`src/sv/cpr_pkg.sv`:
```
// Shared types, widths and constants for the Cartesian-to-polar pixel remap.
package cpr_pkg;

    localparam int COORD_W      = 12;
    localparam int DIM_W        = 13;
    localparam int COLOR_W      = 24;
    localparam int ROW_W        = 14;
    localparam int OFS_W        = 13;
    localparam int GUARD_BITS   = 8;
    localparam int CORDIC_W     = 24;
    localparam int MAG_W        = CORDIC_W - 1;
    localparam int TURN_W       = 20;
    localparam int ANGLE_W      = 22;
    localparam int ATAN_W       = 18;
    localparam int GAIN_W       = 20;
    localparam int MAG_PROD_W   = MAG_W + GAIN_W;
    localparam int MAG_SHIFT    = 20 + GUARD_BITS;
    localparam int RADIUS_W     = 14;
    localparam int TURN_PROD_W  = TURN_W + DIM_W;
    localparam int MAX_DIM      = 4096;
    localparam int CFG_IDX_W    = 1;

    localparam logic [DIM_W-1:0]  DIM_RESET     = 13'd1024;
    localparam logic [GAIN_W-1:0] INV_GAIN_Q20  = 20'd636751;
    localparam logic [TURN_W-1:0] TURN_QUARTER  = 20'h40000;
    localparam logic [TURN_W-1:0] TURN_HALF     = 20'h80000;
    localparam logic [TURN_W-1:0] TURN_3QUARTER = 20'hC0000;

    typedef enum logic [CFG_IDX_W-1:0] {
        REG_WIDTH  = 1'b0,
        REG_HEIGHT = 1'b1
    } cfg_reg_t;

    typedef struct packed {
        logic                       axis;
        logic [COORD_W-1:0]         axis_radius;
        logic [TURN_W-1:0]          axis_turn;
        logic signed [CORDIC_W-1:0] u;
        logic signed [CORDIC_W-1:0] v;
        logic signed [ANGLE_W-1:0]  z;
        logic [COLOR_W-1:0]         color;
    } cordic_data_t;

    typedef struct packed {
        logic [COORD_W-1:0] dest_col;
        logic [ROW_W-1:0]   dest_row;
        logic [COLOR_W-1:0] dest_color;
        logic               in_range;
    } result_t;

    // Angle of each micro-rotation, atan(2^-i) as a Q20 fraction of a turn.
    function automatic logic [ATAN_W-1:0] atan_turn(input int idx);
        logic [ATAN_W-1:0] val;
        unique case (idx)
            0:       val = 18'd131072;
            1:       val = 18'd77376;
            2:       val = 18'd40884;
            3:       val = 18'd20753;
            4:       val = 18'd10417;
            5:       val = 18'd5213;
            6:       val = 18'd2607;
            7:       val = 18'd1304;
            8:       val = 18'd652;
            9:       val = 18'd326;
            10:      val = 18'd163;
            11:      val = 18'd81;
            12:      val = 18'd41;
            13:      val = 18'd20;
            14:      val = 18'd10;
            15:      val = 18'd5;
            16:      val = 18'd3;
            17:      val = 18'd1;
            18:      val = 18'd1;
            default: val = '0;
        endcase
        return val;
    endfunction

endpackage

```
`src/sv/cpr_scale.sv`:
```
// Gain correction and row scaling multipliers, then radius clamp and row sum.
module cpr_scale import cpr_pkg::*;
(
    input  logic             clk,
    input  logic             rst_n,
    input  logic             en,
    input  logic             in_valid,
    input  cordic_data_t     in_data,
    input  logic [DIM_W-1:0] width,
    input  logic [DIM_W-1:0] height,
    output logic             valid_reg,
    output result_t          result
);

    logic [TURN_W-1:0]      turn_sel;
    logic [MAG_PROD_W-1:0]  mag_prod_reg;
    logic [TURN_PROD_W-1:0] turn_prod_reg;
    logic                   axis_reg;
    logic [COORD_W-1:0]     axis_radius_reg;
    logic [COLOR_W-1:0]     color_reg;
    logic [RADIUS_W-1:0]    radius;

    assign turn_sel = in_data.axis ? in_data.axis_turn : in_data.z[TURN_W-1:0];

    always_ff @(posedge clk or negedge rst_n)
    begin
        if (!rst_n)
        begin
            valid_reg <= 1'b0;
        end
        else if (en)
        begin
            valid_reg <= in_valid;
        end
    end

    always_ff @(posedge clk)
    begin
        if (en)
        begin
            mag_prod_reg    <= MAG_PROD_W'(in_data.u[MAG_W-1:0]) * MAG_PROD_W'(INV_GAIN_Q20);
            turn_prod_reg   <= TURN_PROD_W'(turn_sel) * TURN_PROD_W'(height);
            axis_reg        <= in_data.axis;
            axis_radius_reg <= in_data.axis_radius;
            color_reg       <= in_data.color;
        end
    end

    always_comb
    begin
        radius = axis_reg ? RADIUS_W'(axis_radius_reg)
                          : mag_prod_reg[MAG_SHIFT+RADIUS_W-1:MAG_SHIFT];
        result.dest_col   = (radius > RADIUS_W'(MAX_DIM - 1)) ? COORD_W'(MAX_DIM - 1)
                                                              : radius[COORD_W-1:0];
        result.dest_row   = ROW_W'(height[DIM_W-1:1])
                          + ROW_W'(turn_prod_reg[TURN_PROD_W-1:TURN_W]);
        result.dest_color = color_reg;
        result.in_range   = radius < RADIUS_W'(width);
    end

endmodule

```
`config.mk`:
```
export PLATFORM = sky130hd
export DESIGN_NAME = cpr_scale
export DESIGN_NICKNAME = d
export VERILOG_FILES = /design/src/sv/cpr_pkg.sv /design/src/sv/cpr_scale.sv
export SDC_FILE = /design/constraint.sdc
export NUM_CORES = 1
export LEC_CHECK = 0
export BUFFER_PORTS_ARGS = -buffer_cell sky130_fd_sc_hd__buf_2
export CAP_MARGIN = 5
export CORE_MARGIN = 2
export CORE_UTILIZATION = 50
export DETAILED_ROUTE_END_ITERATION = 6
export PLACE_DENSITY = 0.72
export REMOVE_ABC_BUFFERS = 1
export SYNTH_ARGS = -nofsm -noshare
export SYNTH_HDL_FRONTEND = slang
export SYNTH_SLANG_ARGS = --single-unit
```
`constraint.sdc`:
```
create_clock -name clk -period 2.51 [get_ports clk]
set_input_delay 0.251 -clock clk [delete_from_list [all_inputs] [get_ports clk]]
set_output_delay 0.251 -clock clk [all_outputs]
set_load 0.05 [all_outputs]
```
After elaboration in Yosys (flattened, before gate mapping)
Index checks and enable logic that the tools add are counted.

word-level totals
  register bits after elaboration = 113
  latch bits = 0
  bits in writable memories = 0
  memory bits (read-only) = 0
  input bits = 157
  output and inout bits = 52
  logic and storage cells = 14
  memories kept = 0

operators by class
  $add $sub $neg = 1
  multiply operators = 2
  div/mod/pow operators = 0
  $lt $le $gt $ge = 2
  equality and inequality tests = 0
  shift operators = 0
  multiplexer cells = 3
  bitwise logic cells = 0
  reductions and logical operators = 0

operators by type and width
  operator                                                                            number
  23-bit by 20-bit multiplier with 42-bit output (second input constant)              1
  20-bit by 13-bit multiplier with 33-bit output                                      1
  20-bit two-way mux                                                                  1
  12-bit by 13-bit adder with 14-bit output                                           1
  14-bit by 12-bit greater-than comparator with 1-bit output (second input constant)  1
  14-bit by 13-bit less-than comparator with 1-bit output                             1
  14-bit two-way mux                                                                  1
  12-bit two-way mux                                                                  1

Depth between registers and ports, before layout
  word-level depth = 3
  mapped depth = 24
  mapped depth without buffers = 22

Least setup slack after synthesis
OpenSTA, ideal clock, no wires.

  path kind = input -> register
  start point = input in_data[84] (netlist bit)
  end point = register mag_prod_reg[41], data pin
  setup time = 264 ps
  data arrival time = 5726 ps
  required time = 2246 ps
  slack = -3479 ps
  stages on the path = 20
  path buffers = 0
  cells stage by stage = inv_1 > fa_1 > fa_1 > fa_1 > inv_1 > fa_1 > fa_1 > fa_1 > inv_1 > fa_1 > inv_1 > ha_1 > a21oi_1 > o21ai_0 > a311oi_1 > nand3_1 > o21ai_1 > a211o_1 > o311ai_1 > xnor2_1

between the ends
  cells in the longest elaborated chain, start to end = 1

RTL lines
  what                                            RTL line         RTL
  from (decl)                                     cpr_scale.sv:8   input cordic_data_t in_data,
  23-bit by 20-bit multiplier with 42-bit output  cpr_scale.sv:41  mag_prod_reg <= MAG_PROD_W'(in_data.u[MAG_W-1:0]) * MAG_PROD_W'(INV_GAIN_Q20);
  to (signal assigned)                            cpr_scale.sv:41
  to (decl)                                       cpr_scale.sv:16  logic [MAG_PROD_W-1:0] mag_prod_reg;

Every way passes these cells.
A chain may end at the register's enable or synchronous reset.

Worst setup path after layout
  start point = input in_data[79] (netlist bit)
  end point = register mag_prod_reg[40], data pin

The elaborated chain is that of the path after synthesis.

==> impl_results.md <==
* Status: finished, violations left
* Failing checks: setup timing
* Num Clock Sinks at 65
* Router iterations before antenna repair at 5
* CP Data Arrival Time at 5880 ps
* Startpoint Class: input pin
* Post-synth ARST share at 0.0154
* Clock root buffer: clkbuf_16
* Core ar. at 38700 µm²
* Setup Crit Path Kind: input pin to register
* Max reg flops at 24
* Initial Utilization at 0.508
* Pins over their slew limit at 0
* Area growth syn-to-layout at 28.8%
* Slew @ Worst Pin at 908 ps
* I/O pin cnt at 209
* WL per Instance at 17.9 µm
* RePlAce Congestion at 0.898
* Global-route wire length before repair at 85500 µm
* EDFF count, synth at 64
* Count leader, synth: inv_1
* Yosys Warn Count at 0
* Top cell family by delay on the critical path: adder cells
* Final wirelength at 53200 µm
* Post-synthesis sequential area ratio at 0.0988
* Crit-path slowest cell: fa_1
* Met1 WL at 21600 µm
* Drt initial violations at 765
* Minimum clock period at 5810 ps
* H-tree Lvls at 3
* Yosys cell types at 54
* Fmax at 0.172 GHz
* Layout cells sized above 1 at 0.311
* Pre-CTS WS at -3880 ps
* # rows at 72
* Largest net degree at the start of global routing at 30
* Fill cells at 2992
* Final setup margin at -3300 ps
* Fin nets at 3303
* Via/cell ratio at 5.12
* Die X at 202 µm
* PortBufs at 181
* CP Buf/Inv Count at 5
* Relative slew margins at 0.393
* Slowest stage delay, CP at 580 ps
* Seq cells post-synth at 65
* RSZ-0062 raised after global routing: true
* Largest cells by area after synthesis: fa_1, ha_1, inv_1, edfxtp_1, and2_1
* Tcrit/Tclk final at 2.32
* Post-synthesis cell count at 1991
* CTS max path bufs at 2
* Total grt overflow at 0
* Insertion delay to the later sink of the worst-skew pair at 320 ps
* Vias in the first global route at 17300
* CP dominant cell by count: fa_1
* Met2 Routed Length at 26800 µm
* Crit-path cells: buf_8 > clkinvlp_4 > fa_1 > fa_2 > fa_1 > inv_2 > fa_1 > fa_2 > fa_1 > inv_2 > fa_1 > inv_2 > ha_4 > a21oi_2 > o21ai_2 > nand3_2 > a31oi_2 > o21ai_2 > a211o_4 > o31ai_4 > xor2_1
* Worst R2R Path Depth at 1
* Yosys top cell by area: fa_1
* Crit end category: register
* Final setup fails at 34
* Hold path depth at 1
* HPWL after DPL at 44300 µm
* ANT nets after route at 0
* Met3 wire length at 2810 µm
* Data required, critical path at 2580 ps
* DRC viols at 0
* CTS clk-pin slew, worst paths at 60 ps
* Syn Area/Cell at 9.89 µm²
* Post-layout instance area at 25400 µm²
* Synth top area share at 0.420
* Clk_skew at 0 ps
* Uppermost routed layer: met4
* Die area at 41000 µm²
* Primary flip-flop cell chosen by synthesis mapping: edfxtp_1
* Max-Cap Viols at 0
* CTS tree: built
* GR Util All Layers at 0.265
* Fin util at 0.655
* Final Hold Fails at 0
* Cell count along the critical path at 21
* Post-synthesis cell area at 19700 µm²
* Hold Crit Class: input pin to register
* Setup TNS at -83070 ps
* Crit-path max FO at 4
* Initial antenna violation count at 1
* Placed Area at 23200 µm²
* DR vias at 15200
* Die height at 202 µm
* Top post-synthesis cells by count: inv_1, fa_1, ha_1, nand2_1, and2_1
* Num CTS Buffers at 9
## layout by cell type, fill, tap and decap left out, types with 12 or more instances in the layout
master / count
nand2_2: 18
and2_1: 100
mux2_4: 22
xnor2_1: 19
a21oi_2: 22
nand2_1: 155
xor2_1: 12
nand2b_1: 14
buf_4: 269
ha_1: 248
fa_1: 386
inv_1: 552
nor2_1: 14
a21o_1: 21
a21oi_1: 21
edfxtp_1: 64
inv_2: 28
buf_2: 163
ha_4: 35
fa_2: 27
buf_6: 44
## cell type report
cell class              count  area [µm²]  share of cell area
flip-flops and latches     65        1950              0.0767
repair buffers            494        3640               0.143
well taps                 518         648              0.0255
multi-input cells        1293       16600               0.655
clock buffers               9         225             0.00888
diodes                      1        2.50           0.0000986
inverters                 584        2210              0.0870
clock inverters             7        95.1             0.00375
## timing repair
item	4_1_cts	5_1_grt
gates cloned	3	0
endpoints found under the hold margin	1	0
endpoints found under the setup margin	38	38
pin swaps	117	96
gates resized for setup	260	99
setup buffers	26	14
hold buffers	1	0
## per-layer routing
metal | up-vias | track usage
met1 | 7671 | 0.340
met3 | 127 | 0.0337
li1 | 6910 | -
met4 | 0 | 0.0957
met2 | 507 | 0.464
met5 | - | 0
## logic make-up (layout without fill, tap and decap cells)
logic type      after synthesis  after routing  synth area share
buf+inv                     634           1094             0.121
flops                        65             65            0.0988
xor+xnor                     40             40            0.0178
simple gates                377            377            0.0941
other cells                   0              1                 0
mux                          33             34            0.0190
compound gates              143            143            0.0476
fa+ha+maj                   699            699             0.601
## path summary, 6_finish.rpt
| kind | startpoint | end | slack (ps) |
|---|---|---|---|
| hold / removal | in_data[122] | axis_radius_reg[8] | 90 |
| max in group asynchronous | rst_n | valid_reg | 2180 |
| setup reg to reg | valid_reg | valid_reg | 1750 |
| hold reg to reg | valid_reg | valid_reg | 530 |
| min in group asynchronous | rst_n | valid_reg | 240 |
| setup / recovery | in_data[79] | mag_prod_reg[40] | -3300 |
## metrics by stage
step | hold slack, ps | instances
5_1_grt | 82.2 | 2970
6_report | 94.2 | 2971
3_5_place_dp | 31.0 | 2913
2_1_floorplan | -44.6 | 1941
3_3_place_gp | 26.8 | 2913
4_1_cts | 85.2 | 2957
Power is left out: the tool's default activity adds up to more than one toggle a clock period on the data nets, which glitch-free logic cannot reach.
