## src/sv/cpr_pkg.sv

```systemverilog
// Shared types, widths and constants for the Cartesian-to-polar pixel remap.
package cpr_pkg;

    localparam int COORD_W      = 12;
    localparam int DIM_W        = 13;
    localparam int COLOR_W      = 24;
    localparam int ROW_W        = 14;
    localparam int OFS_W        = 13;
    localparam int GUARD_BITS   = 8;
    localparam int CORDIC_W     = 24;
    localparam int MAG_W        = CORDIC_W - 1;
    localparam int TURN_W       = 20;
    localparam int ANGLE_W      = 22;
    localparam int ATAN_W       = 18;
    localparam int GAIN_W       = 20;
    localparam int MAG_PROD_W   = MAG_W + GAIN_W;
    localparam int MAG_SHIFT    = 20 + GUARD_BITS;
    localparam int RADIUS_W     = 14;
    localparam int TURN_PROD_W  = TURN_W + DIM_W;
    localparam int MAX_DIM      = 4096;
    localparam int CFG_IDX_W    = 1;

    localparam logic [DIM_W-1:0]  DIM_RESET     = 13'd1024;
    localparam logic [GAIN_W-1:0] INV_GAIN_Q20  = 20'd636751;
    localparam logic [TURN_W-1:0] TURN_QUARTER  = 20'h40000;
    localparam logic [TURN_W-1:0] TURN_HALF     = 20'h80000;
    localparam logic [TURN_W-1:0] TURN_3QUARTER = 20'hC0000;

    typedef enum logic [CFG_IDX_W-1:0] {
        REG_WIDTH  = 1'b0,
        REG_HEIGHT = 1'b1
    } cfg_reg_t;

    typedef struct packed {
        logic                       axis;
        logic [COORD_W-1:0]         axis_radius;
        logic [TURN_W-1:0]          axis_turn;
        logic signed [CORDIC_W-1:0] u;
        logic signed [CORDIC_W-1:0] v;
        logic signed [ANGLE_W-1:0]  z;
        logic [COLOR_W-1:0]         color;
    } cordic_data_t;

    typedef struct packed {
        logic [COORD_W-1:0] dest_col;
        logic [ROW_W-1:0]   dest_row;
        logic [COLOR_W-1:0] dest_color;
        logic               in_range;
    } result_t;

    // Angle of each micro-rotation, atan(2^-i) as a Q20 fraction of a turn.
    function automatic logic [ATAN_W-1:0] atan_turn(input int idx);
        logic [ATAN_W-1:0] val;
        unique case (idx)
            0:       val = 18'd131072;
            1:       val = 18'd77376;
            2:       val = 18'd40884;
            3:       val = 18'd20753;
            4:       val = 18'd10417;
            5:       val = 18'd5213;
            6:       val = 18'd2607;
            7:       val = 18'd1304;
            8:       val = 18'd652;
            9:       val = 18'd326;
            10:      val = 18'd163;
            11:      val = 18'd81;
            12:      val = 18'd41;
            13:      val = 18'd20;
            14:      val = 18'd10;
            15:      val = 18'd5;
            16:      val = 18'd3;
            17:      val = 18'd1;
            18:      val = 18'd1;
            default: val = '0;
        endcase
        return val;
    endfunction

endpackage

```

## src/sv/cpr_cordic_stage.sv

```systemverilog
// One registered CORDIC vectoring micro-rotation.
module cpr_cordic_stage import cpr_pkg::*;
#(
    parameter int STEP = 0
)
(
    input  logic         clk,
    input  logic         rst_n,
    input  logic         en,
    input  logic         in_valid,
    input  cordic_data_t in_data,
    output logic         valid_reg,
    output cordic_data_t data_reg
);

    localparam logic [ANGLE_W-1:0] STEP_ANGLE = ANGLE_W'(atan_turn(STEP));

    logic signed [CORDIC_W-1:0] u_shift;
    logic signed [CORDIC_W-1:0] v_shift;
    cordic_data_t               data_next;

    always_comb
    begin
        u_shift   = in_data.u >>> STEP;
        v_shift   = in_data.v >>> STEP;
        data_next = in_data;
        if (!in_data.v[CORDIC_W-1])
        begin
            data_next.u = in_data.u + v_shift;
            data_next.v = in_data.v - u_shift;
            data_next.z = in_data.z + $signed(STEP_ANGLE);
        end
        else
        begin
            data_next.u = in_data.u - v_shift;
            data_next.v = in_data.v + u_shift;
            data_next.z = in_data.z - $signed(STEP_ANGLE);
        end
    end

    always_ff @(posedge clk or negedge rst_n)
    begin
        if (!rst_n)
        begin
            valid_reg <= 1'b0;
        end
        else if (en)
        begin
            valid_reg <= in_valid;
        end
    end

    always_ff @(posedge clk)
    begin
        if (en)
        begin
            data_reg <= data_next;
        end
    end

endmodule

```

## config.mk

```make
export PLATFORM = sky130hd
export DESIGN_NAME = cpr_cordic_stage
export DESIGN_NICKNAME = d
export VERILOG_FILES = /design/src/sv/cpr_pkg.sv /design/src/sv/cpr_cordic_stage.sv
export SDC_FILE = /design/constraint.sdc
export NUM_CORES = 1
export LEC_CHECK = 0
export ABC_AREA = 1
export ABC_CLOCK_PERIOD_IN_PS = 1200
export BUFFER_PORTS_ARGS = -buffer_cell sky130_fd_sc_hd__buf_2
export CAP_MARGIN = 20
export CORE_MARGIN = 5
export CORE_UTILIZATION = 55
export DETAILED_ROUTE_END_ITERATION = 16
export PLACE_DENSITY = 0.83
export SYNTH_ARGS = -nofsm -noshare
export SYNTH_HDL_FRONTEND = slang
export SYNTH_SLANG_ARGS = --single-unit
```

## constraint.sdc

```tcl
create_clock -name clk -period 1.2 [get_ports clk]
set_input_delay 0.18 -clock clk [delete_from_list [all_inputs] [get_ports clk]]
set_output_delay 0.18 -clock clk [all_outputs]
set_load 0.03 [all_outputs]
```

==> qor.yml, run 1 <==
place:
  place_congestion: 0.934
  port_buffers: 258
  dp.cells: 1840
  dp_hpwl_mm: 27.1
clocking:
  clock_sinks: 127
  clockBufferDepth: 2
  cts_max_level: 4
  cts.root.buffer_cell: "clkbuf_16"
  numCtsBuffers: 17
floorplan:
  die_h_um: 140
  start_util_pct: 56.0
  fp-row-count: 47
  die_w_um: 140
  pin_count: 259
grt:
  grt_max_degree: 45
synthesis:
  synth.net_count: 1424
  synth_edf_count: 126
  yosysSeqAreaShare_pct: 41.0
  syn_avg_cell_area_sq_um: 7.68
  synthArstFlopShare_pct: 0.787
  synthesis.instances: 1208
  yosysUniqueCellTypes: 37
  synth_seq_cells: 127
  netlist_area_sq_um: 9280
  synth-main-ff-cell: "edfxtp_1"
  yosysWarnings: 0
status:
  status: "stopped before the end"
  error: "[ERROR DPL-0038] Utilization greater than 100%, impossible to legalize"
  stop_stage: "global routing"
sta:
  worst_path_end_type: "register input"
  grt_repair_worst_endpoint: "data_reg[65]$_DFFE_PP_/D"
==> cells by family after synthesis <==
family | share of synthesized area, %
muxes | 0.121
DFF | 41.0
buffers and inverters | 11.1
adders and majority gates | 11.8
and+or+nand+nor | 28.0
AOI/OAI and AO/OA | 6.24
xor gates and xnor gates | 1.79
==> repair_timing <==
item,CTS
endpoints found under the setup margin,55
endpoints found under the hold margin,75
pin swaps,123
gates resized for setup,311
buffers inserted,32
hold buffers,75
==> Yosys cell counts (2+ instances only) <==
master	n	area, sq um
nand2_1	397	1490
nand2_2	3	18.8
fa_1	4	80.1
edfxtp_1	126	3780
ha_1	81	1010
o21bai_1	8	60.1
nor2_2	9	56.3
inv_1	211	792
xnor2_1	2	17.5
nand4_1	16	100
o22ai_1	4	25.0
buf_6	6	67.6
buf_2	5	25.0
xor2_1	17	149
o21ai_1	3	15.0
nor2_1	81	304
nand3b_1	3	22.5
a21oi_1	56	280
nor3_1	3	15.0
o21ai_0	35	175
nand3_1	102	510
and2_1	2	12.5
buf_4	16	120
clkbuf_1	4	15.0
or2_2	2	12.5
==> per-stage QoR <==
step	setup slack, ns	area (sq um)
2_1_floorplan	-0.404	10000
3_3_place_gp	-0.989	12700
3_5_place_dp	-0.987	12700
4_1_cts	-0.248	15500
==> run 2: changes to the inputs <==
--- a/config.mk
+++ b/config.mk
@@ -10,9 +10,9 @@
 export BUFFER_PORTS_ARGS = -buffer_cell sky130_fd_sc_hd__buf_2
 export CAP_MARGIN = 20
 export CORE_MARGIN = 5
-export CORE_UTILIZATION = 55
+export CORE_UTILIZATION = 40
 export DETAILED_ROUTE_END_ITERATION = 16
-export PLACE_DENSITY = 0.83
+export PLACE_DENSITY_LB_ADDON = 0.15
 export SYNTH_ARGS = -nofsm -noshare
 export SYNTH_HDL_FRONTEND = slang
 export SYNTH_SLANG_ARGS = --single-unit
==> qor.yml, run 2 <==
status:
  status: "finished with violations"  # was stopped before the end
  violations: "negative setup slack"
detailed_routing:
  viasPerCell: 4.83
  drt-pass1-iter-count: 5
  drt-initial-drc-count: 725
  vias: 9975
  wl_per_cell_um: 16.5
  detail-route-antenna-nets: 0
  drc: 0
  wl_mm: 34.0
pwr:
  p_leak_nw: 7.79
  power_mw: 18.0
  cellPowerDensity_nw_per_um2: 1130
  peakVddDrop_uv: 937
hold_path:
  min_from: "en"
  hold_end: "data_reg[73]$_DFFE_PP_"
  whs_path_depth: 1
  hold_class: "in -> reg"
synthesis:
  synthTopCellsByCount: "nand2_1, inv_1, edfxtp_1, nand3_1"  # unchanged
  yosysSeqAreaShare_pct: 41.0  # unchanged
  synth.net_count: 1424  # unchanged
  yosys-top-cells-area: "edfxtp_1, nand2_1, ha_1"  # unchanged
  yosysWarnings: 0  # unchanged
  synth-main-ff-cell: "edfxtp_1"  # unchanged
  netlist_area_sq_um: 9280  # unchanged
  yosysTopAreaCell: "edfxtp_1"  # unchanged
  yosysUniqueCellTypes: 37  # unchanged
  synth_top_area_share_pct: 40.8  # unchanged
  synthesis.instances: 1208  # unchanged
  synth_seq_cells: 127  # unchanged
  synthArstFlopShare_pct: 0.787  # unchanged
  yosysMostFrequentCell: "nand2_1"  # unchanged
  synth_edf_count: 126  # unchanged
  syn_avg_cell_area_sq_um: 7.68  # unchanged
finish:
  final_util_pct: 70.0
  final_cell_area_sq_um: 15900
  fin_nets: 1953
  largest_reg_flops: 126
  drive_above_1_share_pct: 50.5
  final_cell_mix: "nand2_1, buf_2, buf_4, inv_1, edfxtp_1"
  area_growth_pct: 71.8
  final_cells: 2064
  final_common_cell: "nand2_1"
critical_path:
  path_cells: "buf_6 > inv_6 > ha_4 > fa_2 > inv_2 > nand2_2 > nor3_4 > nor2_1 > nand2_1 > nand2_1 > nand3_1 > nand2_1"
  arrival_ns: 1.68
  critPathMaxFanout: 3
  critPathRequiredTime_ns: 1.37
  path_delay_family: "simple AND/OR/NAND/NOR gates"
  regToRegSetupSlack_ns: 0.44
  reg2reg_from: "valid_reg$_DFFE_PN0P_"
  critical_path_buf_inv_count: 3
  cp_slowest_stage_delay_ns: 0.44
  start_kind: "input pin"
  crit_type: "in -> reg"
  r2r-end: "valid_reg$_DFFE_PN0P_"
  crit_path_end_kind: "flip-flop"
  worst_path_max_delay_cell: "fa_2"
  reg2regPathDepth: 1
  cp_common_cell: "nand2_1"
sta:
  fmax_mhz: 662
  fin_tns_setup_ns: -8.46
  min_period_over_period_pct: 126
  hold_viol_final: 0
  slew_headroom_pct: 79.2
  holdWs_ns: 0.0714
  tightestPinTransition_ns: 0.312
  slew_violations: 0
  clock_skew_ns: 0
  rsz0062_at_grt: "yes"
  worst_slack_ns: -0.312
  finalSetupViolations: 44
  fin_crit_ns: 1.51
place:
  place_area_sq_um: 12800  # was 12700 sq um
  place_congestion: 0.940  # was 0.934
  dp.cells: 1914  # was 1840
  port_buffers: 258  # unchanged
  dp_slack_ns: -0.892  # was -0.987 ns
  dp_hpwl_mm: 26.0  # was 27.1 mm
grt:
  grt-ovfl-total: 0
  grt_pass1_vias: 9881
  grt_max_degree: 54
  antenna_found_initial: 0
  grt_pass1_wl_mm: 51.4
  grt_use_total_pct: 24.8
floorplan:
  fp-row-count: 55  # was 47
  pin_count: 259  # unchanged
  die_h_um: 162  # was 140 um
  design.core.area_sq_um: 22800
  die_w_um: 162  # was 140 um
  fp.dieArea_sq_um: 26400
  start_util_pct: 40.8  # was 56.0%
clocking:
  cts_tree: "yes"
  cts_max_level: 4  # unchanged
  clockBufferDepth: 2  # unchanged
  cts.root.buffer_cell: "clkbuf_16"  # unchanged
  clk_latency_ns: 0.40
  clock_sinks: 127  # unchanged
  clkTransAtPathRegs_ns: 0.06
  numCtsBuffers: 17  # unchanged
run:
  maxCapViolCount: 0
## run 2: cell counts after synthesis
No cell type changed its count.
## run 2: kinds of logic (layout without fill, tap and decap cells)
kind of cell             count (synthesis)  in the layout  share of synthesized area (%)
AND/OR/NAND/NOR                        623            623                           28.0
buffers and inverters                  244            786                           11.1
flip-flops                             127            127                           41.0
AO/OA/AOI/OAI                          109            109                           6.24
adder cells (fa/ha/maj)                 85             85                           11.8
XOR/XNOR                                19             19                           1.79
multiplexers                             1              1                          0.121
other                                    0              1                              0
## run 2: power breakdown
part / switching, mW / internal, mW
Clock: 2.05 / 3.52
Sequential: 0.143 / 5.45
Combinational: 4.05 / 2.77
## run 2: worst max path at each step
stage / start / end / depth (start not counted) / slack, ns
after floorplan: in_data[46] / data_reg[56]$_DFFE_PP_ / 11 / -0.40
after global placement: in_data[63] / data_reg[88]$_DFFE_PP_ / 12 / -0.88
after detailed placement: in_data[64] / data_reg[69]$_DFFE_PP_ / 11 / -0.89
after CTS: in_data[46] / data_reg[64]$_DFFE_PP_ / 14 / -0.26
after global routing: in_data[46] / data_reg[64]$_DFFE_PP_ / 14 / -0.37
final: in_data[70] / data_reg[88]$_DFFE_PP_ / 12 / -0.31
## run 2: routing by layer
| layer | vias up | global-route usage [%] | wire length, um |
|---|---|---|---|
| li1 | 4904 | - | - |
| met1 | 4654 | 28.9 | 13200 |
| met2 | 363 | 44.8 | 17500 |
| met3 | 54 | 5.47 | 2330 |
| met4 | 0 | 9.11 | 1010 |
| met5 | - | 0 | 0 |
## run 2: final cells by class
cell class	instances	area (sq um)
diodes	1	2.50
clock buffers	18	429
clock inverters	14	203
fillers	1789	6830
inverters	213	865
multi-input cells	837	6120
flip-flops and latches	127	3810
well taps	313	392
repair buffers	541	4130
## run 2: what timing repair did
item | CTS | global route
setup endpoints to repair | 48 | 64
setup buffers | 21 | 20
resized for setup | 255 | 172
pin swaps | 132 | 82
hold buffers | 76 | 0
hold endpoints to repair | 76 | 0
(Power assumes the default switching activity.)
==> run 3: changes to the inputs <==
--- a/config.mk
+++ b/config.mk
@@ -5,10 +5,8 @@
 export SDC_FILE = /design/constraint.sdc
 export NUM_CORES = 1
 export LEC_CHECK = 0
-export ABC_AREA = 1
 export ABC_CLOCK_PERIOD_IN_PS = 1200
 export BUFFER_PORTS_ARGS = -buffer_cell sky130_fd_sc_hd__buf_2
-export CAP_MARGIN = 20
 export CORE_MARGIN = 5
 export CORE_UTILIZATION = 40
 export DETAILED_ROUTE_END_ITERATION = 16
==> qor.yml, run 3 <==
critical_path:
  critPathRequiredTime_ns: 1.36  # was 1.37 ns
  reg2regPathDepth: 1  # unchanged
  critPathLaunch: "in_data[70]"  # unchanged
  arrival_ns: 2.51  # was 1.68 ns
  path_cells: "buf_12 > inv_12 > ha_4 > fa_2 > nor2b_4 > o2111a_1 > o311a_1 > a2bb2oi_2 > a2111o_1 > a211oi_2 > mux2i_1 > xor2_1"  # was buf_6 > inv_6 > ha_4 > fa_2 > inv_2 > nand2_2 > nor3_4 > nor2_1 > nand2_1 > nand2_1 > nand3_1 > nand2_1
  cp_slowest_stage_delay_ns: 0.45  # was 0.44 ns
  regToRegSetupSlack_ns: 0.44  # about the same
  endpoint: "data_reg[92]$_DFFE_PP_"  # was data_reg[88]$_DFFE_PP_
  crit_path_end_kind: "flip-flop"  # unchanged
  worst_path_max_delay_cell: "a2111o_1"  # was fa_2
  reg2reg_from: "valid_reg$_DFFE_PN0P_"  # unchanged
  start_kind: "input pin"  # unchanged
  critPathMaxFanout: 2  # was 3
  crit_type: "in -> reg"  # unchanged
  r2r-end: "valid_reg$_DFFE_PN0P_"  # unchanged
pwr:
  p_clk_share_pct: 28.8  # was 31.0%
  peakVddDrop_uv: 869  # was 937 uV
  power_mw: 17.7  # was 18.0 mW
  p_switching_mw: 6.20  # was 6.24 mW
  swShare_pct: 35.1  # was 34.7%
  cellPowerDensity_nw_per_um2: 1180  # was 1130 nW/um^2
  seq_power_share_pct: 32.3  # was 31.1%
  p_leak_nw: 6.71  # was 7.79 nW
  cellInternalPower_mw: 11.5  # was 11.7 mW
  power_frac_comb_pct: 38.9  # was 37.9%
synthesis:
  synth.net_count: 971  # was 1424
  synthTopCellsByCount: "edfxtp_1, ha_1, a21oi_1, inv_1, nor2_1"  # was nand2_1, inv_1, edfxtp_1, nand3_1
  synthArstFlopShare_pct: 0.787  # unchanged
  yosysTopAreaCell: "edfxtp_1"  # unchanged
  yosys-top-cells-area: "edfxtp_1, ha_1, a21oi_1"  # was edfxtp_1, nand2_1, ha_1
  synthesis.instances: 755  # was 1208
  yosysSeqAreaShare_pct: 47.4  # was 41.0%
  synth_top_area_share_pct: 47.1  # was 40.8%
  syn_avg_cell_area_sq_um: 10.6  # was 7.68 sq um
  netlist_area_sq_um: 8040  # was 9280 sq um
  yosysWarnings: 0  # unchanged
  yosysUniqueCellTypes: 68  # was 37
  synth_seq_cells: 127  # unchanged
  yosysMostFrequentCell: "edfxtp_1"  # was nand2_1
  synth-main-ff-cell: "edfxtp_1"  # unchanged
  synth_edf_count: 126  # unchanged
run:
  maxCapViolCount: 0  # unchanged
finish:
  final_common_cell: "buf_4"  # was nand2_1
  final_util_pct: 76.0  # was 70.0%
  fin_nets: 1581  # was 1953
  final_cell_mix: "buf_4, buf_2, edfxtp_1, dlygate4sd3_1, ha_1"  # was nand2_1, buf_2, buf_4, inv_1, edfxtp_1
  fill_cells: 1280  # was 1789
  multi_input_area_sq_um: 5140  # was 6120 sq um
  final_cells: 1646  # was 2064
  final_cell_area_sq_um: 14900  # was 15900 sq um
  largest_reg_flops: 126  # unchanged
  drive_above_1_share_pct: 57.4  # was 50.5%
  area_growth_pct: 85.7  # was 71.8%
  regArea_sq_um: 3810  # unchanged
sta:
  rsz0062_at_grt: "yes"  # unchanged
  tightestPinTransition_ns: 0.584  # was 0.312 ns
  hold_viol_final: 0  # unchanged
  holdWs_ns: 0.0657  # was 0.0714 ns
  slew_headroom_pct: 60.7  # was 79.2%
  fmax_mhz: 425  # was 662 MHz
  finalSetupViolations: 49  # was 44
  worst_slack_ns: -1.15  # was -0.312 ns
  fin_crit_ns: 2.35  # was 1.51 ns
  clock_skew_ns: 0  # unchanged
  min_period_over_period_pct: 196  # was 126%
  slew_violations: 0  # unchanged
  fin_tns_setup_ns: -33.72  # was -8.46 ns
detailed_routing:
  drc: 0  # unchanged
  drt-pass1-iter-count: 5  # unchanged
  drt-initial-drc-count: 647  # was 725
  wl_per_cell_um: 20.5  # was 16.5 um
  viasPerCell: 5.20  # was 4.83
  vias: 8562  # was 9975
  detail-route-antenna-nets: 0  # unchanged
  wl_mm: 33.8  # was 34.0 mm
floorplan:
  pin_count: 259  # unchanged
  fp.dieArea_sq_um: 23000  # was 26400 sq um
  fp-row-count: 51  # was 55
  die_h_um: 152  # was 162 um
  die_w_um: 152  # was 162 um
  design.core.area_sq_um: 19700  # was 22800 sq um
  start_util_pct: 40.9  # was 40.8%
grt:
  grt_use_total_pct: 27.1  # was 24.8%
  grt_max_degree: 28  # was 54
  antenna_found_initial: 2  # was 0
  grt-ovfl-total: 0  # unchanged
  grt_pass1_wl_mm: 47.5  # was 51.4 mm
  grt_pass1_vias: 8761  # was 9881
clocking:
  cts.root.buffer_cell: "clkbuf_16"  # unchanged
  numCtsBuffers: 17  # unchanged
  clk_latency_ns: 0.41  # was 0.40 ns
  clock_sinks: 127  # unchanged
  cts_max_level: 4  # unchanged
  cts_tree: "yes"  # unchanged
  clockBufferDepth: 2  # unchanged
  clkTransAtPathRegs_ns: 0.06  # about the same
place:
  place_area_sq_um: 12100  # was 12800 sq um
  place_congestion: 0.979  # was 0.940
  dp_hpwl_mm: 23.1  # was 26.0 mm
  dp.cells: 1488  # was 1914
  dp_slack_ns: -1.61  # was -0.892 ns
  port_buffers: 258  # unchanged
hold_path:
  hold_class: "in -> async"  # was in -> reg
status:
  violations: "negative setup slack"  # unchanged
  status: "finished with violations"  # unchanged
[run 3: changes by cell type in the layout (fill, tap and decap cells not counted), sizes merged, moves of 11 or more]
cell   change
xor2      -11
nor2b     +12
a21oi     +20
nor2      -36
inv      -132
a31oi     +12
nand3     -93
buf       +82
nand2    -372
xnor2     +40
a21o      +19
[run 3: repair_timing]
item	in CTS	in global routing
setup endpoints to repair	49	67
resized for setup	145	132
pin swaps	87	73
buffers inserted	36	20
endpoints found under the hold margin	76	0
hold buffers	76	0
[run 3: cell families (layout without fill, tap and decap cells)]
family                     after synthesis  count (layout)  synth area share, %
AOI/OAI and AO/OA                      224             224                 18.0
and+or+nand+nor                        152             152                 9.15
DFF                                    127             127                 47.4
buffers and inverters                  108             731                 5.26
adders and majority gates               85              85                 13.6
xor gates and xnor gates                48              48                 5.23
muxes                                   11              11                 1.40
other                                    0               3                    0
[run 3: how the worst min path moves through the flow]
stage                                  to  slack (ns)  cells after the start
finish              valid_reg$_DFFE_PN0P_        0.07                      2
global placement    valid_reg$_DFFE_PN0P_       -0.05                      1
CTS                 valid_reg$_DFFE_PN0P_        0.06                      2
floorplan           valid_reg$_DFFE_PN0P_       -0.12                      0
global route        valid_reg$_DFFE_PN0P_        0.06                      2
detailed placement  valid_reg$_DFFE_PN0P_       -0.04                      1
[run 3: power groups by stage]
stage	Combinational, mW	Sequential, mW	Clock, mW
finish	6.87	5.72	5.10
global route	7.26	5.75	5.38
CTS	6.33	5.66	5.05
detailed placement	5.52	5.75	0
global placement	5.48	5.74	0
floorplan	2.14	6.80	0
[run 3: area by class of cell]
| cell class | instances | area share [%] |
|---|---|---|
| Clock buffer | 17 | 2.85 |
| Tap cell | 265 | 2.22 |
| Antenna cell | 3 | 0.0503 |
| Clock inverter | 15 | 0.997 |
| Timing Repair Buffer | 621 | 31.3 |
| Multi-Input combinational cell | 520 | 34.5 |
| Inverter | 78 | 2.65 |
| Sequential cell | 127 | 25.5 |
[run 3: critical path, delay by kind of cell]
family | cells | cell delay [ns]
compound gates | 5 | 1.47
fa+ha+maj | 2 | 0.37
xor+xnor | 1 | 0.17
buf+inv | 2 | 0.15
mux | 1 | 0.13
simple gates | 1 | 0.05
[run 3: metal layers]
layer	track usage (%)	vias to the layer above	share of wire, %
li1	-	3960	-
met1	32.3	4052	37
met2	47.0	442	50
met3	5.68	108	8.4
met4	12.2	0	4.5
met5	0	-	0
