--- config.mk ---
export PLATFORM = sky130hd
export DESIGN_NAME = cpr_prep
export DESIGN_NICKNAME = d
export VERILOG_FILES = /design/src/sv/cpr_pkg.sv /design/src/sv/cpr_prep.sv
export SDC_FILE = /design/constraint.sdc
export NUM_CORES = 1
export LEC_CHECK = 0
export ABC_CLOCK_PERIOD_IN_PS = 850
export BUFFER_PORTS_ARGS = -buffer_cell sky130_fd_sc_hd__buf_2
export CORE_MARGIN = 2
export CORE_UTILIZATION = 40
export CTS_CLUSTER_SIZE = 14
export DETAILED_ROUTE_END_ITERATION = 8
export PLACE_DENSITY = 0.69
export SYNTH_ARGS = -nofsm -noshare
export SYNTH_HDL_FRONTEND = slang
export SYNTH_SLANG_ARGS = --single-unit
--- constraint.sdc ---
create_clock -name clk -period 0.85 [get_ports clk]
set_input_delay 0.1275 -clock clk [delete_from_list [all_inputs] [get_ports clk]]
set_output_delay 0.1275 -clock clk [all_outputs]
set_load 0.01 [all_outputs]
--- src/sv/cpr_pkg.sv ---
// Shared types, widths and constants for the Cartesian-to-polar pixel remap.
package cpr_pkg;

    localparam int COORD_W      = 12;
    localparam int DIM_W        = 13;
    localparam int COLOR_W      = 24;
    localparam int ROW_W        = 14;
    localparam int OFS_W        = 13;
    localparam int GUARD_BITS   = 8;
    localparam int CORDIC_W     = 24;
    localparam int MAG_W        = CORDIC_W - 1;
    localparam int TURN_W       = 20;
    localparam int ANGLE_W      = 22;
    localparam int ATAN_W       = 18;
    localparam int GAIN_W       = 20;
    localparam int MAG_PROD_W   = MAG_W + GAIN_W;
    localparam int MAG_SHIFT    = 20 + GUARD_BITS;
    localparam int RADIUS_W     = 14;
    localparam int TURN_PROD_W  = TURN_W + DIM_W;
    localparam int MAX_DIM      = 4096;
    localparam int CFG_IDX_W    = 1;

    localparam logic [DIM_W-1:0]  DIM_RESET     = 13'd1024;
    localparam logic [GAIN_W-1:0] INV_GAIN_Q20  = 20'd636751;
    localparam logic [TURN_W-1:0] TURN_QUARTER  = 20'h40000;
    localparam logic [TURN_W-1:0] TURN_HALF     = 20'h80000;
    localparam logic [TURN_W-1:0] TURN_3QUARTER = 20'hC0000;

    typedef enum logic [CFG_IDX_W-1:0] {
        REG_WIDTH  = 1'b0,
        REG_HEIGHT = 1'b1
    } cfg_reg_t;

    typedef struct packed {
        logic                       axis;
        logic [COORD_W-1:0]         axis_radius;
        logic [TURN_W-1:0]          axis_turn;
        logic signed [CORDIC_W-1:0] u;
        logic signed [CORDIC_W-1:0] v;
        logic signed [ANGLE_W-1:0]  z;
        logic [COLOR_W-1:0]         color;
    } cordic_data_t;

    typedef struct packed {
        logic [COORD_W-1:0] dest_col;
        logic [ROW_W-1:0]   dest_row;
        logic [COLOR_W-1:0] dest_color;
        logic               in_range;
    } result_t;

    // Angle of each micro-rotation, atan(2^-i) as a Q20 fraction of a turn.
    function automatic logic [ATAN_W-1:0] atan_turn(input int idx);
        logic [ATAN_W-1:0] val;
        unique case (idx)
            0:       val = 18'd131072;
            1:       val = 18'd77376;
            2:       val = 18'd40884;
            3:       val = 18'd20753;
            4:       val = 18'd10417;
            5:       val = 18'd5213;
            6:       val = 18'd2607;
            7:       val = 18'd1304;
            8:       val = 18'd652;
            9:       val = 18'd326;
            10:      val = 18'd163;
            11:      val = 18'd81;
            12:      val = 18'd41;
            13:      val = 18'd20;
            14:      val = 18'd10;
            15:      val = 18'd5;
            16:      val = 18'd3;
            17:      val = 18'd1;
            18:      val = 18'd1;
            default: val = '0;
        endcase
        return val;
    endfunction

endpackage

--- src/sv/cpr_prep.sv ---
// Front stage: center offsets, on-axis results and CORDIC pre-rotation.
module cpr_prep import cpr_pkg::*;
(
    input  logic               clk,
    input  logic               rst_n,
    input  logic               en,
    input  logic               in_valid,
    input  logic [COORD_W-1:0] src_col,
    input  logic [COORD_W-1:0] src_row,
    input  logic [COLOR_W-1:0] src_color,
    input  logic [DIM_W-1:0]   width,
    input  logic [DIM_W-1:0]   height,
    output logic               valid_reg,
    output cordic_data_t       data_reg
);

    logic signed [OFS_W-1:0]    dx;
    logic signed [OFS_W-1:0]    dy;
    logic signed [OFS_W-1:0]    dx_neg;
    logic signed [OFS_W-1:0]    dy_neg;
    logic signed [CORDIC_W-1:0] u0;
    logic signed [CORDIC_W-1:0] v0;
    cordic_data_t               data_next;

    always_comb
    begin
        dx     = $signed({1'b0, src_col}) - $signed({1'b0, width[DIM_W-1:1]});
        dy     = $signed({1'b0, src_row}) - $signed({1'b0, height[DIM_W-1:1]});
        dx_neg = -dx;
        dy_neg = -dy;
        u0     = CORDIC_W'(dy) <<< GUARD_BITS;
        v0     = CORDIC_W'(dx) <<< GUARD_BITS;

        data_next       = '0;
        data_next.color = src_color;
        data_next.axis  = (dx == '0) || (dy == '0);

        if (dx == '0)
        begin
            data_next.axis_radius = dy[OFS_W-1] ? dy_neg[COORD_W-1:0] : dy[COORD_W-1:0];
            data_next.axis_turn   = dy[OFS_W-1] ? TURN_HALF : '0;
        end
        else
        begin
            data_next.axis_radius = dx[OFS_W-1] ? dx_neg[COORD_W-1:0] : dx[COORD_W-1:0];
            data_next.axis_turn   = dx[OFS_W-1] ? TURN_3QUARTER : TURN_QUARTER;
        end

        // Vectors in the lower half-plane are turned by a quarter turn first.
        if (u0[CORDIC_W-1])
        begin
            if (!v0[CORDIC_W-1])
            begin
                data_next.u = v0;
                data_next.v = -u0;
                data_next.z = ANGLE_W'(TURN_QUARTER);
            end
            else
            begin
                data_next.u = -v0;
                data_next.v = u0;
                data_next.z = -ANGLE_W'(TURN_QUARTER);
            end
        end
        else
        begin
            data_next.u = u0;
            data_next.v = v0;
            data_next.z = '0;
        end
    end

    always_ff @(posedge clk or negedge rst_n)
    begin
        if (!rst_n)
        begin
            valid_reg <= 1'b0;
        end
        else if (en)
        begin
            valid_reg <= in_valid;
        end
    end

    always_ff @(posedge clk)
    begin
        if (en)
        begin
            data_reg <= data_next;
        end
    end

endmodule

Word-level counts from Yosys, hierarchy flattened
Cells that the tools add are included.
{"block": "word_totals", "regBits": 128, "out_inout_bits": 128}
{"block": "classes", "mux": 7, "n_bitwise": 1, "add_sub_neg": 6, "n_reduce_logical": 5}
{"operator": "$mux 66", "n": 2}
{"operator": "$neg 21->24", "n": 2}
{"operator": "$mux 20", "n": 2}
{"operator": "$mux 32", "n": 1}
{"operator": "$logic_not 13->1", "n": 2}
{"operator": "$sub 12x12->13", "n": 2}
{"operator": "$mux 12", "n": 2}
{"operator": "$neg 12->12", "n": 2}
{"operator": "$reduce_and 2->1", "n": 1}
{"operator": "$reduce_or 2->1", "n": 1}
{"operator": "$logic_or 1x1->1", "n": 1}
{"operator": "$not 1->1", "n": 1}

Logic depth before layout (Yosys ltp)
Gate-level depths: netlist of the first run.
{"block": "depth", "depth_word": 4, "mapped_depth": 14}

Least setup slack after synthesis of the first run
OpenSTA, ideal clock, no wires.
{"block": "synth_timing", "kind": "input -> register", "start": "in src_row[0]", "end": "reg data_reg[55] in the netlist's numbering (data pin)", "t_required_ps": 583, "path_stages": 12, "t_arrival_ps": 2422, "path_slack_ps": -1838, "setup_time_ps": 267, "path_cell_list": "inv_1 > ha_1 > fa_1 > nor2b_1 > o31a_1 > o31ai_1 > a21oi_1 > a31o_2 > clkbuf_1 > buf_2 > clkbuf_1 > a21oi_1"}
{"element": "start, declared", "line": "cpr_prep.sv:9", "source": "input logic [COORD_W-1:0] src_row,"}
{"element": "end signal, assigned", "line": "cpr_prep.sv:89", "source": "data_reg <= data_next;"}
{"element": "end, declared", "line": "cpr_prep.sv:14", "source": "output cordic_data_t data_reg"}

==> results.toml, run 1 <==
[yosys]
syn-instance-count = 467
synth-simple-area-share = 0.110
synth_seq_cells = 73
ys_seq_area_frac = 0.444
synthArstFlopShare = 0.0137
synthMuxAreaShare = 0.0297
synth_area_leaders = "edfxtp_1 (44%), buf_4 (8.4%), ha_1 (6.6%)"
synth_ff_type = "edfxtp_1"
synthXorXnorAreaFrac = 0.0762
synth_top_area_cell = "edfxtp_1"
avgSynthCellArea_um2 = 10.5
yosys.area_share.adder = 0.0742
synth-edff-count = 72
synth_compound_area_frac = 0.144
syn_area_um2 = 4920
ys_warn_count = 0
synth_top_area_frac = 0.439
yosysMostFrequentCell = "edfxtp_1"
synthTopCellsByCount = "edfxtp_1 (72), buf_4 (55), inv_1 (33), nor2_1 (33), nand2_1 (29)"
synth_top_family_by_area = "compound AO/OA/AOI/OAI gates"
synth_cell_types = 67

[setup_path]
path_cells = "buf_8 -> inv_4 -> ha_4 -> nor2b_4 -> o2111ai_4 -> a31o_4 -> a211oi_4 -> nand4_1 -> nor3_2 -> nand4b_4 -> mux2_4"
critPathSlowestCell = "mux2_4"
cp_top_family = "simple AND/OR/NAND/NOR gates"
required_ps = 930
crit_path_max_incr_delay_ps = 350
critPathArrivalTime_ps = 2380
path_class = "in -> reg"
r2r-end = "valid_reg"
crit-reg2reg-launch = "valid_reg"
crit_buf_inv = 2
crit_fanout = 6
crit_path_end_kind = "register"
start_kind = "input pin"
r2r_slack_ps = 110
r2r_cells = 1

[cells_and_area]
drive_gt1_frac = 0.534
layout-area-overhead-vs-synth_pct = 65.3
postLayoutCoreUtil = 0.678
largest_reg_flops = 72
final_nets = 877
antenna_cells = 0
final_cells = 923

[routing]
finalWirelength_um = 13800
drtPass1Iterations = 4
routed_via_density = 4.77
drc_errors = 0
via_count = 4405
drt_iter0_drc = 195
drtAntennaViolNets = 0
post_drt_wl_per_cell_um = 15.0

[outcome]
status = "finished, violations left"
violations = "negative setup slack"

[timing]
timing.setup.tns_ps = -67580
period_share = 2.71
post-route-min-period_ps = 2310
maxSlewViolCount = 0
fin_ws_ps = -1460
finalClockSkew_ps = 0
fmax_mhz = 433
rsz0062_at_grt = "true"
setup_viol = 121
hold_viol_final = 0

[clocking]
clkSinkCount = 73
cts_tree = "done"
cts-htree-levels = 3
clkLatencyLatePin_ps = 320
clock_path_buffers = 2
cts-root-buf = "clkbuf_16"
clk_pin_slew_ps = 60
cts_buffers = 9

[grt]
grt.total_usage = 0.209
grt_pass1_vias = 4470
grt_antenna_before_repair = 0
grt.overflow.total = 0
grt_max_degree = 18
grt_pass1_wl_um = 21500

[floorplanning]
fp.dieH_um = 115
die_area_um2 = 13200
ios = 206
die_w_um = 115
start_util = 0.410
core_area_um2 = 12000
rows = 40

[hold_path]
min-delay-path-class = "in -> reg"
min_path_cells = 2
hold_end = "valid_reg"
holdCritStartpoint = "in_valid"

[power_and_ir_drop]
total_power_mw = 14.7
leakage_nw = 3.71
vdd_ir_drop_max_mv = 0.939
powerDensity_nw_per_um2 = 1810

[place]
place_inst = 857
hpwl_um = 10100
place_congestion = 0.852
io_buffers = 151

[run]
drv_cap = 0
==> cell usage in the layout (no fill, tap or decap), drive strengths merged, types with 2 or more instances in the layout <==
cell           n
buf          280
a31o           3
a311oi         2
a21o           6
nor3           5
xnor2         23
o21a           8
xor2          19
a31oi          7
or2            4
a21oi         18
mux2i          9
edfxtp        72
nor3b          5
a211oi         3
nor2b          6
nand3b         2
clkbuf        11
o21ai         32
nor2          33
o211ai         3
or3            3
and2           4
mux2           5
nand4          3
a41oi          2
dlygate4sd3   25
a21boi         3
conb          55
o31a           2
nand2         29
fa             2
ha            26
inv           35
and3           4
o31ai          2
nand2b         2
clkinv         4
==> cell type report <==
type | count | area, um^2
multi-input combinational | 346 | 3030
timing repair buffer | 305 | 2240
timing repair inverter | 1 | 16.3
clock inverter | 5 | 56.3
tap | 147 | 184
fill | 909 | 3870
inverter | 35 | 184
clock buffer | 11 | 243
sequential | 73 | 2190
==> worst max-delay path by stage <==
stage | from | end | slack (ps) | depth (start not counted)
2_1_floorplan | src_col[0] | data_reg[116] | -1590 | 11
6_report | width[2] | data_reg[117] | -1460 | 11
3_5_place_dp | width[6] | data_reg[121] | -1980 | 11
4_1_cts | src_col[0] | data_reg[117] | -1470 | 12
3_3_place_gp | width[6] | data_reg[85] | -1900 | 11
5_1_grt | width[2] | data_reg[117] | -1560 | 11
==> cell families (layout without fill, tap and decap cells) <==
kind of cell / Yosys count / in the layout
AND/OR/NAND/NOR: 105 / 105
AO/OA/AOI/OAI: 102 / 102
buffers and inverters: 102 / 357
flip-flops: 73 / 73
XOR/XNOR: 42 / 42
adder cells (fa/ha/maj): 28 / 28
multiplexers: 14 / 14
other: 1 / 55
==> where the power goes <==
part / total, mW / switching (mW) / internal [mW]
Sequential: 4.84 / 0.170 / 4.67
Combinational: 6.19 / 3.15 / 3.03
Clock: 3.72 / 1.38 / 2.35
==> through the flow <==
stage / hold WS [ps] / instance area [um^2] / worst slack, ps
2_1_floorplan: -168 / 5510 / -1590
3_3_place_gp: -95.6 / 6740 / -1900
3_5_place_dp: -91.0 / 6740 / -1980
4_1_cts: 28.3 / 7930 / -1470
5_1_grt: 27.3 / 8140 / -1560
6_report: 44.5 / 8140 / -1460
==> per-layer routing <==
layer	track usage	share of wire	up-vias
li1	-	-	2156
met1	0.239	0.40	2050
met2	0.395	0.52	180
met3	0.0311	0.060	17
met4	0.0691	0.016	2
met5	0	0.00036	-
==> timing repair <==
item | in CTS | in global routing
endpoints found under the hold margin | 25 | 0
endpoints found under the setup margin | 121 | 121
pin swaps | 48 | 35
hold buffers | 25 | 0
resized for setup | 100 | 45
cloned | 2 | 0
buffers inserted | 23 | 10
No activity file was read; power rests on OpenSTA's default activity.
==> run 2, diff against run 1 <==
ABC_CLOCK_PERIOD_IN_PS = 1950   (was 850)
PLACE_DENSITY = 0.71   (was 0.69)
clock period = 1.95 ns   (was 0.85 ns; I/O delays follow)
==> run 2 against run 1 <==
Effect of this change:
- via count grew 0.79%
- highest routed layer unchanged
- clock skew is the same
- clock power shrank 61%
- the run still ends with negative setup slack left
- sequential share of layout area is essentially flat
- design area grew 0.14%
- critical path depth shrank 1
==> results.toml, run 2 (same netlist as run 1, synthesis figures left out) <==
[outcome]
status = "finished, violations left"
violations = "negative setup slack"

[place]
io_buffers = 151
place_congestion = 0.885
place_inst = 848
placed_cell_area_um2 = 6660
hpwl_um = 9950

[hold_path]
min_path_cells = 1
min-delay-path-class = "in -> reg"
hold_end = "data_reg[5]"
holdCritStartpoint = "src_color[5]"

[grt]
grt.overflow.total = 0
grt_pass1_vias = 4306
grt.total_usage = 0.196
grt_max_degree = 32
grt_pass1_wl_um = 20400
grt_antenna_before_repair = 0

[timing]
period_share = 1.31
rsz0062_at_grt = "true"
maxSlewViolCount = 0
fmax_mhz = 391
post-route-min-period_ps = 2560
fin_ws_ps = -609
slew_headroom = 0.629
hold_viol_final = 0
tightest_slew_ps = 556
setup_viol = 45
timing.setup.tns_ps = -21260
finalClockSkew_ps = 0

[power_and_ir_drop]
p_clk_frac = 0.227
switching_power_mw = 2.12
leakage_nw = 3.70
seqPwrFrac = 0.329
pwr-share-comb = 0.445
p_int_mw = 4.27
powerDensity_nw_per_um2 = 784
swShare = 0.332
vdd_ir_drop_max_mv = 0.412
total_power_mw = 6.39

[floorplanning]
core_area_um2 = 12000
start_util = 0.410
die_w_um = 115
ios = 206
rows = 40
fp.dieH_um = 115
die_area_um2 = 13200

[routing]
finalWirelength_um = 13900
drtPass1Iterations = 4
drtAntennaViolNets = 0
drt_iter0_drc = 217
drc_errors = 0
post_drt_wl_per_cell_um = 15.5
routed_via_density = 4.92
via_count = 4440

[setup_path]
r2r-end = "valid_reg"
crit_path_end_kind = "register"
crit-reg2reg-launch = "valid_reg"
critPathArrivalTime_ps = 2640
crit_fanout = 6
required_ps = 2030
r2r_cells = 1
path_class = "in -> reg"
r2r_slack_ps = 1210
start_kind = "input pin"

[clocking]
clk_pin_slew_ps = 60
cts_tree = "done"
clkLatencyLatePin_ps = 320
cts-htree-levels = 3
clock_path_buffers = 2
cts_buffers = 9
clkSinkCount = 73
cts-root-buf = "clkbuf_16"

[cells_and_area]
antenna_cells = 0
final_nets = 856
layout_commonest_cell = "buf_2"
final_cell_mix = "buf_2 (142), buf_4 (97), edfxtp_1 (72)"
fin_area_um2 = 8150
layout-area-overhead-vs-synth_pct = 65.5
postLayoutCoreUtil = 0.679
final_cells = 902
drive_gt1_frac = 0.572
largest_reg_flops = 72

[run]
drv_cap = 0
run 2: critical path, stage by stage:
cell and delay, ps:
buf_2 70, inv_1 30, ha_1 230, or3_1 390, o22ai_1 230, o21ba_4 200
a311o_2 470, buf_4 180, nand4b_4 180, mux2_2 360
run 2: worst max-delay path by stage:
stage / start / end / slack (ps) / cells past startpoint
final: width[7] / data_reg[116] / -610 / 10
after global routing: width[8] / data_reg[89] / -710 / 12
after CTS: src_col[0] / data_reg[117] / -570 / 12
after detailed placement: width[2] / data_reg[118] / -1040 / 13
after global placement: width[6] / data_reg[119] / -930 / 11
after floorplan: src_col[0] / data_reg[116] / -660 / 11
run 2: area by class of cell:
| type | count | area (um^2) |
|---|---|---|
| repair buffers | 284 | 2060 |
| flip-flops and latches | 73 | 2190 |
| well taps | 147 | 184 |
| clock inverters | 5 | 31.3 |
| clock buffers | 11 | 233 |
| inverters | 35 | 184 |
| fillers | 874 | 3860 |
| multi-input cells | 346 | 3250 |
| repair inverters | 1 | 16.3 |
run 2: metal layers:
| layer | wire, um | vias to the layer above | track usage |
|---|---|---|---|
| li1 | - | 2112 | - |
| met1 | 5340 | 2088 | 0.230 |
| met2 | 7270 | 207 | 0.360 |
| met3 | 913 | 31 | 0.0332 |
| met4 | 405 | 2 | 0.0659 |
| met5 | 5 | - | 0 |
run 2: what timing repair did:
action / CTS / global route
endpoints found under the hold margin: 1 / 0
pin swaps: 51 / 57
cloned: 3 / 0
setup buffers: 26 / 18
hold buffers: 1 / 0
resized for setup: 99 / 89
endpoints found under the setup margin: 45 / 45
run 2: metrics by stage:
stage               worst slack, ps  hold slack (ps)
floorplan                      -658            -3.09
global placement               -931             68.9
detailed placement            -1040             70.2
CTS                            -566              132
global route                   -710              132
finish                         -609              143
run 2: power by group through the flow:
stage               combinational (mW)  sequential [mW]  clock, mW
global placement                  2.09             2.13          0
finish                            2.84             2.10       1.45
CTS                               2.49             2.11       1.47
floorplan                         1.23             2.25          0
global route                      3.05             2.12       1.53
detailed placement                2.13             2.14          0
==> run 3, diff against run 2 <==
CELL_PAD_IN_SITES_DETAIL_PLACEMENT = 1   (was default)
CELL_PAD_IN_SITES_GLOBAL_PLACEMENT = 2   (was default)
CORE_UTILIZATION = 26   (was 40)
PLACE_DENSITY = default   (was 0.71)
PLACE_DENSITY_LB_ADDON = 0.1   (was default)
TNS_END_PERCENT = 20   (was default)
==> run 3 against run 2 <==
Effect of this change:
- the flow still finishes with violations (negative setup slack)
- sequential cell count unchanged
- total power shrank 2.5%
- worst setup slack better by 53 ps
- non-clock buffer count decreased by 12
- count of clock-buffer cells in the layout is 1 higher
- highest routed layer is now met4
==> results.toml, run 3 (same netlist as run 1, synthesis figures left out) <==
[setup_path]
start_kind = "input pin"
crit_path_max_incr_delay_ps = 330
critPathSlowestCell = "fa_2"
path_cells = "buf_8 -> inv_8 -> ha_4 -> fa_2 -> nand2b_4 -> a21oi_4 -> xor2_2 -> a211oi_2 -> nand4_1 -> buf_4 -> nor3_4 -> nand4b_4 -> buf_12 -> mux2i_1"
critPathArrivalTime_ps = 2580
r2r_cells = 1
crit_fanout = 6
crit_path_end_kind = "register"
path_class = "in -> reg"
required_ps = 2020

[cells_and_area]
multi_input_area_um2 = 2800
final_cell_mix = "buf_2 (145), buf_4 (107), edfxtp_1 (72)"
layout_commonest_cell = "buf_2"
regArea_um2 = 2190
postLayoutCoreUtil = 0.408
fin_area_um2 = 7600
layout-area-overhead-vs-synth_pct = 54.4
fillers = 2138
final_nets = 844
antenna_cells = 0
drive_gt1_frac = 0.499
final_cells = 977
largest_reg_flops = 72

[routing]
via_count = 4267
drtPass1Iterations = 4
drc_errors = 0
routed_via_density = 4.37
drt_iter0_drc = 134
drtAntennaViolNets = 0
finalWirelength_um = 14400
post_drt_wl_per_cell_um = 14.8

[grt]
grt_pass1_vias = 4313
grt.met2_usage = 0.240
grt_antenna_before_repair = 0
grt_pass1_wl_um = 22200
grt.busiest_layer = "met2"
use_met1 = 0.181
grt.total_usage = 0.140
grt.overflow.total = 0
grt_max_degree = 44
use_met3 = 0.0192

[hold_path]
min_path_cells = 1
min-delay-path-class = "in -> reg"

[timing]
rsz0062_at_grt = "true"
setup_viol = 45
post-route-min-period_ps = 2510
period_share = 1.29
finalClockSkew_ps = 0
timing.setup.tns_ps = -17920
fin_ws_ps = -556
fmax_mhz = 399
whs_ps = 138
maxSlewViolCount = 0
hold_viol_final = 0

[clocking]
clkLatencyLatePin_ps = 330
clkSinkCount = 73
clk_pin_slew_ps = 60
cts_buffers = 9
cts-htree-levels = 3
cts-root-buf = "clkbuf_16"
cts_tree = "done"
clock_path_buffers = 2

[place]
place_inst = 942
hpwl_um = 11500
io_buffers = 151
post-place-ws_ps = -1070
placed_cell_area_um2 = 6750
place_congestion = 0.829

[power_and_ir_drop]
leakage_nw = 3.52
powerDensity_nw_per_um2 = 820
total_power_mw = 6.23
vdd_ir_drop_max_mv = 0.426

[outcome]
status = "finished, violations left"
violations = "negative setup slack"

[floorplanning]
core_area_um2 = 18600
start_util = 0.264
ios = 206
rows = 50
fp.dieH_um = 142
die_area_um2 = 20100
die_w_um = 142

[run]
drv_cap = 0
==> run 3: metal layers <==
| metal | share of wire | vias up | wire, um |
|---|---|---|---|
| met5 | 0 | - | 0 |
| met4 | 0.013 | 0 | 193 |
| met3 | 0.052 | 13 | 753 |
| met2 | 0.47 | 156 | 6840 |
| met1 | 0.46 | 2006 | 6640 |
| li1 | - | 2092 | - |
==> run 3: critical path: cells and delay by family <==
kind                       cells  cell delay [ps]
and+or+nand+nor                4              680
buffers and inverters          4              480
adders and majority gates      2              480
AOI/OAI and AO/OA              2              420
xor gates and xnor gates       1              110
muxes                          1              110
==> run 3: cell type report <==
type | instances | area share
timing repair inverter | 1 | 0.000823
sequential | 73 | 0.288
clock buffer | 12 | 0.0337
clock inverter | 4 | 0.00675
tap | 234 | 0.0385
multi-input combinational | 346 | 0.369
inverter | 35 | 0.0224
timing repair buffer | 272 | 0.241
==> run 3: what timing repair did <==
item,4_1_cts,5_1_grt
endpoints found under the setup margin,45,45
endpoints found under the hold margin,1,0
pin swaps,24,27
cloned,2,0
hold buffers,1,0
resized for setup,58,29
buffers inserted,13,5
==> run 3: worst paths after layout <==
kind | start | endpoint | slack [ps]
worst max-delay path | src_col[0] | data_reg[118] | -560
worst max register to register | valid_reg | valid_reg | 1200
worst min-delay path | src_color[23] | data_reg[23] | 140
max in group asynchronous | rst_n | valid_reg | 1590
min in group asynchronous | rst_n | valid_reg | 270
worst min register to register | valid_reg | valid_reg | 520
==> run 3: power by group <==
group | switching, mW | internal (mW) | leakage (nW)
combinational | 1.28 | 1.17 | 2.65
sequential | 0.0724 | 2.03 | 0.716
clock | 0.618 | 1.06 | 0.149
